===== src/design/afcu_pkg.sv =====
`timescale 1ns / 1ps
// Shared types, constants and the CRC-8 byte step for the converter frame unpacker.
// No dependencies; imported by adc_frame_crc_check_unpack and its testbench.
package afcu_pkg;

    // Default channel count of one frame
    localparam int CHANNELS_DEF = 8;

    // Field widths
    localparam int WORD_W   = 32;
    localparam int SAMPLE_W = 24;
    localparam int CH_W     = 3;
    localparam int MASK_W   = 4;
    localparam int FAIL_W   = 32;

    // Output tdata: raw, sample, ok, mask, fail count, padded to whole bytes
    localparam int M_FIELDS_W = WORD_W + SAMPLE_W + 1 + MASK_W + FAIL_W;
    localparam int M_TDATA_W  = ((M_FIELDS_W + 7) / 8) * 8;

    // CRC-8, polynomial x^8+x^2+x+1, MSB first, 7 message bytes per pair
    localparam logic [7:0] CRC_POLY  = 8'h07;
    localparam int         CRC_BYTES = 7;
    localparam int         MSG_W     = CRC_BYTES * 8;

    // Sequencer states
    typedef enum logic [2:0] {
        ST_COLLECT,
        ST_RD_W0,
        ST_RD_W1,
        ST_MSG,
        ST_CRC,
        ST_EMIT_RD,
        ST_EMIT_LD
    } t_state;

    // One message byte through the CRC register, bit by bit, MSB first
    function automatic logic [7:0] crc8_byte(input logic [7:0] crc_in,
                                             input logic [7:0] data);
        logic [7:0] crc;
        crc = crc_in;
        for (int k = 7; k >= 0; k--) begin
            if (crc[7] != data[k]) begin
                crc = {crc[6:0], 1'b0} ^ CRC_POLY;
            end else begin
                crc = {crc[6:0], 1'b0};
            end
        end
        return crc;
    endfunction

endpackage


===== src/design/adc_frame_crc_check_unpack.sv =====
`timescale 1ns / 1ps
// Top level of the CRC-checked converter frame unpacker.
// Depends on afcu_pkg and two afcu_ram instances (frame words, held samples).
//
// Accepts one 32-bit channel word per cycle while collecting (tuser = frame
// start, which forces the word to position 0) into a frame RAM. On the word at
// position CHANNELS-1 the block stops taking words and checks each channel pair
// with CRC-8 (poly 0x07, init 0, MSB first, first byte inverted) against the
// nibbles in bits 27:24, reading both words from the frame RAM and running
// the CRC one byte per cycle. It then reads the frame and held-sample RAMs
// once per channel and emits CHANNELS results, one at a time, holding each
// while the output stalls; a good frame is copied into the held-sample RAM on
// the way out. Words are taken again once the last result is in the output
// register. Held samples read as zero until the first good frame; the frame
// RAM needs no clearing.
module adc_frame_crc_check_unpack #(
    parameter int CHANNELS = afcu_pkg::CHANNELS_DEF
) (
    input  logic                             i_clk,
    input  logic                             i_rst_n,
    // Input words
    input  logic                             i_s_axis_tvalid,
    output logic                             o_s_axis_tready,
    input  logic [afcu_pkg::WORD_W-1:0]      i_s_axis_tdata,  // [31:0] word
    input  logic                             i_s_axis_tuser,  // [0] frame_start
    // Per-channel results
    output logic                             o_m_axis_tvalid,
    input  logic                             i_m_axis_tready,
    // [31:0] raw_sample, [55:32] sample, [56] frame_ok, [60:57] crc_fail_mask,
    // [92:61] fail_count, [95:93] zero
    output logic [afcu_pkg::M_TDATA_W-1:0]   o_m_axis_tdata,
    output logic [afcu_pkg::CH_W-1:0]        o_m_axis_tuser,  // [2:0] channel
    output logic                             o_m_axis_tlast   // last
);

    import afcu_pkg::*;

    localparam int POS_W  = $clog2(CHANNELS);
    localparam int PAIRS  = CHANNELS / 2;
    localparam int PAIR_W = (PAIRS > 1) ? $clog2(PAIRS) : 1;

    t_state r_state, n_state;

    logic [POS_W-1:0]    r_pos;
    logic [PAIR_W-1:0]   r_pair;
    logic [2:0]          r_byte;
    logic [POS_W-1:0]    r_ch;
    logic [WORD_W-1:0]   r_w0;
    logic [MSG_W-1:0]    r_msg;
    logic [7:0]          r_recv;
    logic [7:0]          r_crc;
    logic                r_ok;
    logic [MASK_W-1:0]   r_mask;
    logic [FAIL_W-1:0]   r_fail;
    logic [CHANNELS-1:0] r_held_vld;

    logic                r_out_valid;
    logic [M_TDATA_W-1:0] r_out_data;
    logic [CH_W-1:0]     r_out_user;
    logic                r_out_last;

    // Handshake and sequencing terms
    logic              in_xfer;
    logic [POS_W-1:0]  wr_pos;
    logic              last_word;
    logic [7:0]        crc_next;
    logic              pair_match;
    logic              crc_done;
    logic              last_pair;
    logic              out_free;
    logic              last_ch;
    logic              load_out;
    logic [MASK_W-1:0] n_mask;

    // RAM ports
    logic              frm_wr_en;
    logic [POS_W-1:0]  frm_wr_addr;
    logic              frm_rd_en;
    logic [POS_W-1:0]  frm_rd_addr;
    logic [WORD_W-1:0] frm_rd_data;
    logic              hld_wr_en;
    logic              hld_rd_en;
    logic [WORD_W-1:0] hld_rd_data;
    logic [WORD_W-1:0] raw_out;

    assign o_s_axis_tready = (r_state == ST_COLLECT);
    assign in_xfer    = i_s_axis_tvalid && o_s_axis_tready;
    assign wr_pos     = i_s_axis_tuser ? '0 : r_pos;
    assign last_word  = (wr_pos == POS_W'(CHANNELS - 1));
    assign crc_next   = crc8_byte(r_crc, r_msg[MSG_W-1 -: 8]);
    assign pair_match = (crc_next == r_recv);
    assign crc_done   = (r_byte == 3'(CRC_BYTES - 1));
    assign last_pair  = (r_pair == PAIR_W'(PAIRS - 1));
    assign out_free   = !r_out_valid || i_m_axis_tready;
    assign last_ch    = (r_ch == POS_W'(CHANNELS - 1));

    // Mismatch flag for the current pair; only the first four pairs have bits
    always_comb begin
        n_mask = r_mask;
        for (int k = 0; k < MASK_W; k++) begin
            if (!pair_match && (int'(r_pair) == k)) begin
                n_mask[k] = 1'b1;
            end
        end
    end

    // Next state
    always_comb begin
        n_state = r_state;
        case (r_state)
            ST_COLLECT: begin
                if (in_xfer && last_word) begin
                    n_state = ST_RD_W0;
                end
            end
            ST_RD_W0:   n_state = ST_RD_W1;
            ST_RD_W1:   n_state = ST_MSG;
            ST_MSG:     n_state = ST_CRC;
            ST_CRC: begin
                if (crc_done) begin
                    n_state = last_pair ? ST_EMIT_RD : ST_RD_W0;
                end
            end
            ST_EMIT_RD: n_state = ST_EMIT_LD;
            ST_EMIT_LD: begin
                if (out_free) begin
                    n_state = last_ch ? ST_COLLECT : ST_EMIT_RD;
                end
            end
            default:    n_state = ST_COLLECT;
        endcase
    end

    // RAM controls per state
    always_comb begin
        frm_wr_en   = in_xfer;
        frm_wr_addr = wr_pos;
        frm_rd_en   = 1'b0;
        frm_rd_addr = r_ch;
        hld_rd_en   = 1'b0;
        hld_wr_en   = 1'b0;
        load_out    = 1'b0;
        case (r_state)
            ST_RD_W0: begin
                frm_rd_en   = 1'b1;
                frm_rd_addr = POS_W'({r_pair, 1'b0});
            end
            ST_RD_W1: begin
                frm_rd_en   = 1'b1;
                frm_rd_addr = POS_W'({r_pair, 1'b1});
            end
            ST_EMIT_RD: begin
                frm_rd_en = 1'b1;
                hld_rd_en = 1'b1;
            end
            ST_EMIT_LD: begin
                load_out  = out_free;
                hld_wr_en = out_free && r_ok;
            end
            default: begin
                frm_rd_en = 1'b0;
            end
        endcase
    end

    // Frame words, written in arrival order
    afcu_ram #(
        .WIDTH (WORD_W),
        .DEPTH (CHANNELS)
    ) u_frame_ram (
        .i_clk     (i_clk),
        .i_wr_en   (frm_wr_en),
        .i_wr_addr (frm_wr_addr),
        .i_wr_data (i_s_axis_tdata),
        .i_rd_en   (frm_rd_en),
        .i_rd_addr (frm_rd_addr),
        .o_rd_data (frm_rd_data)
    );

    // Held samples of the last good frame, read per channel, rewritten when the frame is good
    afcu_ram #(
        .WIDTH (WORD_W),
        .DEPTH (CHANNELS)
    ) u_held_ram (
        .i_clk     (i_clk),
        .i_wr_en   (hld_wr_en),
        .i_wr_addr (r_ch),
        .i_wr_data (frm_rd_data),
        .i_rd_en   (hld_rd_en),
        .i_rd_addr (r_ch),
        .o_rd_data (hld_rd_data)
    );

    // Good frame passes its own words; otherwise the held word, zero if never written
    assign raw_out = r_ok ? frm_rd_data :
                     (r_held_vld[r_ch] ? hld_rd_data : '0);

    // Control state
    always_ff @(posedge i_clk) begin
        if (!i_rst_n) begin
            r_state     <= ST_COLLECT;
            r_pos       <= '0;
            r_fail      <= '0;
            r_held_vld  <= '0;
            r_out_valid <= 1'b0;
        end else begin
            r_state <= n_state;
            if (in_xfer) begin
                r_pos <= last_word ? '0 : wr_pos + 1'b1;
            end
            if (r_state == ST_CRC && crc_done && last_pair && !(r_ok && pair_match)) begin
                r_fail <= r_fail + 1'b1;
            end
            if (hld_wr_en) begin
                r_held_vld[r_ch] <= 1'b1;
            end
            if (load_out) begin
                r_out_valid <= 1'b1;
            end else if (i_m_axis_tready) begin
                r_out_valid <= 1'b0;
            end
        end
    end

    // Pair check and emission datapath
    always_ff @(posedge i_clk) begin
        if (in_xfer && last_word) begin
            r_pair <= '0;
            r_ok   <= 1'b1;
            r_mask <= '0;
        end
        if (r_state == ST_RD_W1) begin
            r_w0 <= frm_rd_data;
        end
        if (r_state == ST_MSG) begin
            r_msg  <= {~{r_w0[31:28], r_w0[23:20]}, r_w0[19:0],
                       frm_rd_data[31:28], frm_rd_data[23:0]};
            r_recv <= {r_w0[27:24], frm_rd_data[27:24]};
            r_crc  <= '0;
            r_byte <= '0;
        end
        if (r_state == ST_CRC) begin
            r_crc  <= crc_next;
            r_msg  <= {r_msg[MSG_W-9:0], 8'h00};
            r_byte <= r_byte + 1'b1;
            if (crc_done) begin
                r_pair <= r_pair + 1'b1;
                r_mask <= n_mask;
                if (!pair_match) begin
                    r_ok <= 1'b0;
                end
                r_ch <= '0;
            end
        end
        if (load_out) begin
            r_out_data <= M_TDATA_W'({r_fail, r_mask, r_ok,
                                      raw_out[SAMPLE_W-1:0], raw_out});
            r_out_user <= CH_W'(r_ch);
            r_out_last <= last_ch;
            r_ch       <= r_ch + 1'b1;
        end
    end

    assign o_m_axis_tvalid = r_out_valid;
    assign o_m_axis_tdata  = r_out_data;
    assign o_m_axis_tuser  = r_out_user;
    assign o_m_axis_tlast  = r_out_last;

endmodule


===== src/design/afcu_ram.sv =====
`timescale 1ns / 1ps
// Generic single-write, single-read RAM with registered read data.
// Stands alone: no package import, no submodules.
module afcu_ram #(
    parameter int WIDTH = 32,
    parameter int DEPTH = 8
) (
    input  logic                     i_clk,
    input  logic                     i_wr_en,
    input  logic [$clog2(DEPTH)-1:0] i_wr_addr,
    input  logic [WIDTH-1:0]         i_wr_data,
    input  logic                     i_rd_en,
    input  logic [$clog2(DEPTH)-1:0] i_rd_addr,
    output logic [WIDTH-1:0]         o_rd_data
);

    logic [WIDTH-1:0] r_mem [DEPTH];
    logic [WIDTH-1:0] r_rd_data;

    // Write port and registered read port; read data holds when not enabled
    always_ff @(posedge i_clk) begin
        if (i_wr_en) begin
            r_mem[i_wr_addr] <= i_wr_data;
        end
        if (i_rd_en) begin
            r_rd_data <= r_mem[i_rd_addr];
        end
    end

    assign o_rd_data = r_rd_data;

endmodule


===== config.mk =====
export PLATFORM = sky130hd
export DESIGN_NAME = adc_frame_crc_check_unpack
export DESIGN_NICKNAME = d
export VERILOG_FILES = /design/src/design/afcu_pkg.sv /design/src/design/adc_frame_crc_check_unpack.sv /design/src/design/afcu_ram.sv
export SDC_FILE = /design/constraint.sdc
export NUM_CORES = 1
export LEC_CHECK = 0
export BUFFER_PORTS_ARGS = -buffer_cell sky130_fd_sc_hd__buf_2
export CAP_MARGIN = 10
export CORE_ASPECT_RATIO = 0.75
export CORE_UTILIZATION = 40
export DETAILED_ROUTE_END_ITERATION = 8
export HOLD_SLACK_MARGIN = 0.15
export PLACE_DENSITY = 0.68
export REMOVE_ABC_BUFFERS = 1
export SLEW_MARGIN = 20
export SYNTH_ARGS = -nofsm -noshare
export SYNTH_HDL_FRONTEND = slang
export SYNTH_SLANG_ARGS = --single-unit
export TNS_END_PERCENT = 20

===== constraint.sdc =====
create_clock -name i_clk -period 5 [get_ports i_clk]
set_input_delay 0.25 -clock i_clk [delete_from_list [all_inputs] [get_ports i_clk]]
set_output_delay 0.25 -clock i_clk [all_outputs]
set_load 0.02 [all_outputs]

==> metrics.csv, run 1 <==
metric,value,unit
start_util,0.404,
grt.total_usage,0.172,
ant_nets,0,
drive_above_1_share,0.221,
async_reset_ff_frac,0,
drc_errors,0,
vias,15900,
cp.arrival,3.65,ns
reg2reg_slack,1.71,ns
power_leakage,11.4,nW
drtIter0Drc,1641,
setup_viol,0,
clk_pin_slew,0.06,ns
htree_num_levels,3,
min_to,r_recv[7],
hp-start,r_w0[27],
hold_violations,0,
fin_skew,0.0309,ns
r2r-end,u_frame_ram.o_rd_data[30],
dp.cells,2676,
hold_class,reg2reg,
yosysWarningCount,0,
finalMaxSlewViolations,0,
fp.coreArea,75100,um2
p_clk_frac,0.344,
synthDistinctLibCells,56,
post-cts-setup-buffer-count,0,
synth-edff-count,755,
rr_startpoint,r_state[1],
io_pins,139,
critPathRequiredTime,5.36,ns
path_max_fanout,16,
hold_path_depth,0,
cts_max_path_buffers,3,
cts_buffers,77,
cap_violations,0,
cts_resized,0,
insertion_delay,0.63,ns
fin_crit,3.29,ns
die_w,320,um
grt_max_degree,65,
ys_ff_latch,813,
grt_setup_unrepaired,no,
cts.sinks,813,
post-route-period-util,0.659,
synth_area_per_cell,18.6,um2
fin_cells,2852,
comb_power_share,0.124,
dieArea,77000,um2
reg2reg_depth,5,
final_cell_mix,"edfxtp_1, buf_2, a22oi_1",
swShare,0.254,
p_switching,4.24,mW
synth_area,30400,um2
port_buffers,135,
setup_ws,1.71,ns
p_int,12.5,mW
syn_inst,1634,
dieHeight,241,um
worstMarginPinSlew,1.08,ns
cts_tree,yes,
pre_cts_ws,1.72,ns
ir_worst_vdd,0.000276,V
avgRoutedWirePerCell,23.3,um
nNetsFinal,1860,
avgViaCountPerCell,5.58,
grt_pass1_vias,15900,
num_rows,87,
dpl.hpwl,36800,um
relSlewSlack,0.282,
cts-root-buf,clkbuf_16,
place_congestion,0.777,
ys_seq_area_frac,0.785,
max_freq,0.304,GHz
ys.flop_type,edfxtp_1,
drt_first_pass_iters,5,
path_class,reg2reg,
wirelength,66400,um
grt_pass1_wl,99200,um
nFillCells,6229,
cp-start-kind,flip-flop,
gr-total-overflow,0,
end_kind,flip-flop,
power_density,478,nW/um2
synthToLayoutAreaGrowth,15.2,%
outcome,"complete, no violations",
antenna_found_initial,2,
final_common_cell,edfxtp_1,
pwr-share-seq,0.532,
## sequential cells by signal (all words and copies together) (netlist names), 32 cells and up
register	count
r_fail	32
u_held_ram.r_mem	256
r_w0	32
u_frame_ram.r_mem	256
o_m_axis_tdata	69
u_held_ram.o_rd_data	32
r_msg	56
u_frame_ram.o_rd_data	32
## Yosys cell counts, drive strengths merged (7+ instances only)
library cell | number | area, um2
a21oi | 31 | 155
mux4 | 64 | 1440
nor3 | 8 | 40.0
a22o | 81 | 709
xnor2 | 20 | 190
inv | 10 | 37.5
nand3 | 26 | 130
buf | 42 | 324
or4 | 23 | 173
dfxtp | 58 | 1160
nor2 | 46 | 173
ha | 11 | 138
mux2 | 32 | 360
o31ai | 22 | 165
clkbuf | 71 | 267
a22oi | 131 | 983
xor2 | 10 | 95.1
o21ai | 14 | 70.1
and3 | 19 | 119
edfxtp | 755 | 22700
nand2 | 57 | 214
nand4 | 42 | 263
nand2b | 7 | 43.8
## how the worst max path moves through the flow
stage / from / slack (ns) / to / cells past startpoint
2_1_floorplan: r_state[0] / -2.77 / u_frame_ram.o_rd_data[0] / 5
3_3_place_gp: r_state[0] / 1.83 / u_frame_ram.o_rd_data[15] / 5
3_5_place_dp: r_state[0] / 1.72 / u_frame_ram.o_rd_data[30] / 5
4_1_cts: r_state[0] / 1.67 / u_frame_ram.o_rd_data[30] / 5
5_1_grt: r_state[0] / 1.54 / u_frame_ram.o_rd_data[30] / 5
6_report: r_state[1] / 1.71 / u_frame_ram.o_rd_data[30] / 5
## power by group through the flow
stage               logic, mW  registers, mW  clock network (mW)
floorplan                1.55           8.76                   0
global placement         1.98           9.01                   0
detailed placement       2.06           9.05                   0
CTS                      2.10           8.91                5.84
global route             2.25           8.96                6.10
finish                   2.07           8.90                5.76
## area by class of cell
type / count / area [um2] / area share
diodes: 2 / 5.00 / 0.000143
repair buffers: 210 / 1340 / 0.0383
well taps: 979 / 1220 / 0.0350
inverters: 11 / 42.5 / 0.00122
clock buffers: 97 / 2060 / 0.0590
flip-flops and latches: 813 / 23800 / 0.681
clock inverters: 41 / 424 / 0.0121
multi-input cells: 699 / 6050 / 0.173
## through the flow
step	setup TNS [ns]	instance area, um2	util	hold WS [ns]	power (mW)
after floorplan	-104.81	29800	-	0.349	10.3
after global placement	0	32100	0.428	0.402	11.0
after detailed placement	0	32100	0.428	0.407	11.1
after CTS	0	35000	0.466	0.397	16.9
after global routing	0	35000	0.466	0.407	17.3
final	0	35000	0.466	0.411	16.7
## logic make-up after synthesis
logic type / after synthesis / share of synthesized area
AO/OA/AOI/OAI: 295 / 0.0728
XOR/XNOR: 32 / 0.0109
adder cells (fa/ha/maj): 11 / 0.00453
buffers and inverters: 124 / 0.0208
flip-flops: 813 / 0.785
multiplexers: 101 / 0.0610
other: 1 / 0.000123
AND/OR/NAND/NOR: 257 / 0.0450
## metal layers
metal	vias to the layer above	routed length [um]	global-route usage
met2	591	31900	0.284
met4	2	1360	0.0447
met3	100	4570	0.0333
met5	-	13	0
met1	8188	28500	0.236
li1	7024	-	-
## critical path, cell delays in order, from the launching register on
cell,delay [ns]
dfxtp_1,0.54
nand2b_1,0.24
a21oi_1,0.47
mux2i_4,0.89
mux4_2,0.60
mux2_2,0.27
## what timing repair did
| action | CTS | global route |
|---|---|---|
| endpoints found under the hold margin | 267 | 0 |
| endpoints found under the setup margin | 0 | 0 |
| hold buffers | 36 | 0 |
(Power assumes the default switching activity.)
==> inputs of run 2 (changes only) <==
PLACE_DENSITY = 0.66   (was 0.68)
clock period = 3.4 ns   (was 5 ns; I/O delays follow)
==> metrics.csv, run 2 (same netlist as run 1, synthesis figures left out) <==
metric,value,unit
hold_violations,0,
whs,0.333,ns
nNetsFinal,1880,
r2r-end,u_frame_ram.o_rd_data[27],
fin_skew,0.0191,ns
avgRoutedWirePerCell,22.8,um
cts_max_path_buffers,3,
cpPeakStageDelay,0.61,ns
insertion_delay,0.64,ns
clk_pin_slew,0.06,ns
seqCellArea,23800,um2
rr_startpoint,r_state[1],
cts.sinks,813,
slowest_stage,mux2i_4,
drtIter0Drc,1391,
grt_pass1_vias,15900,
met2_usage,0.280,
vias,15900,
port_buffers,135,
grt.total_usage,0.170,
dpl.hpwl,36500,um
reg2reg_slack,0.37,ns
htree_num_levels,3,
placed_cell_area,32400,um2
grt_setup_unrepaired,no,
max_freq,0.331,GHz
dieArea,77000,um2
cp_cell_sequence,"nand2b_1, a21oi_1, buf_4, mux2i_4, buf_12, mux4_2, mux2_2",
crit_path_start,r_state[1],
hold_class,in2reg,
cts_tree,yes,
path_class,reg2reg,
swShare,0.258,
fin_crit,3.03,ns
critPathRequiredTime,3.77,ns
power_density,703,nW/um2
worstMarginPinSlew,1.00,ns
gr-total-overflow,0,
p_switching,6.38,mW
drive_above_1_share,0.224,
place_congestion,0.780,
fp.coreArea,75100,um2
cts_buffers,82,
cpLargestDelayFamily,multiplexers,
p_int,18.4,mW
die_w,320,um
post-route-period-util,0.890,
multi_input_area,6050,um2
outcome,"complete, no violations",
dieHeight,241,um
cp.arrival,3.40,ns
grt_use_met3,0.0323,
drt_first_pass_iters,5,
cts-root-buf,clkbuf_16,
end_kind,flip-flop,
cap_violations,0,
nFillCells,6204,
num_rows,87,
wirelength,65600,um
avgViaCountPerCell,5.52,
antenna_found_initial,3,
comb_power_share,0.128,
cp-start-kind,flip-flop,
start_util,0.404,
crit_cells,7,
ir_worst_vdd,0.000394,V
grt_pass1_wl,98900,um
relSlewSlack,0.333,
timing.critical_path.to,u_frame_ram.o_rd_data[27],
p_clk_frac,0.347,
power,24.8,mW
synthToLayoutAreaGrowth,16.2,%
final_cell_mix,"edfxtp_1, buf_2, a22oi_1",
busiest_layer,met2,
grt_max_degree,74,
reg2reg_depth,7,
cp.buffers_inverters,2,
setup_viol,0,
grtUsageMet1,0.236,
design_area,35300,um2
ant_nets,0,
finalMaxSlewViolations,0,
pwr-share-seq,0.525,
power_leakage,11.5,nW
io_pins,139,
drc_errors,0,
final_common_cell,edfxtp_1,
path_max_fanout,16,
-- run 2: per-layer routing --
layer | vias up | part of all wire
li1 | 7077 | -
met1 | 8169 | 0.43
met2 | 540 | 0.49
met3 | 95 | 0.063
met4 | 4 | 0.016
met5 | - | 0.00027
-- run 2: power groups by stage --
stage	Combinational (mW)	Sequential (mW)	Clock, mW
2_1_floorplan	2.27	12.9	0
3_3_place_gp	3.10	13.2	0
3_5_place_dp	3.18	13.3	0
4_1_cts	3.23	13.1	8.78
5_1_grt	3.47	13.1	9.17
6_report	3.17	13.0	8.59
-- run 2: timing repair --
action                                  4_1_cts  5_1_grt
hold buffers                                 36        0
endpoints found under the setup margin        0        0
resized for setup                             0        0
hold endpoints to repair                    269        0
buffers inserted                              0        0
-- run 2: area by class of cell --
cell class / instances / share of cell area
Clock buffer: 98 / 0.0601
Sequential cell: 813 / 0.675
Antenna cell: 1 / 0.0000709
Clock inverter: 50 / 0.0122
Tap cell: 979 / 0.0347
Multi-Input combinational cell: 699 / 0.171
Inverter: 11 / 0.00121
Timing Repair Buffer: 225 / 0.0448
-- run 2: how the worst min path moves through the flow --
| stage | slack (ns) | from | cells after the start | end |
|---|---|---|---|---|
| after floorplan | 0.27 | i_s_axis_tdata[0] | 0 | u_frame_ram.r_mem[0][0] |
| after global placement | 0.40 | r_w0[26] | 0 | r_recv[6] |
| after detailed placement | 0.40 | r_w0[25] | 0 | r_recv[5] |
| after CTS | 0.29 | i_s_axis_tdata[3] | 2 | u_frame_ram.r_mem[4][3] |
| after global routing | 0.34 | i_s_axis_tdata[11] | 2 | u_frame_ram.r_mem[2][11] |
| final | 0.33 | i_s_axis_tdata[3] | 2 | u_frame_ram.r_mem[6][3] |
-- run 2: stage by stage --
step / utilization / worst slack (ns) / cells / setup TNS (ns)
3_5_place_dp: 0.431 / 0.410 / 2691 / 0
3_3_place_gp: 0.431 / 0.428 / 2691 / 0
5_1_grt: 0.470 / 0.230 / 2875 / 0
4_1_cts: 0.470 / 0.366 / 2875 / 0
6_report: 0.470 / 0.375 / 2876 / 0
2_1_floorplan: - / -4.37 / 1523 / -518.69
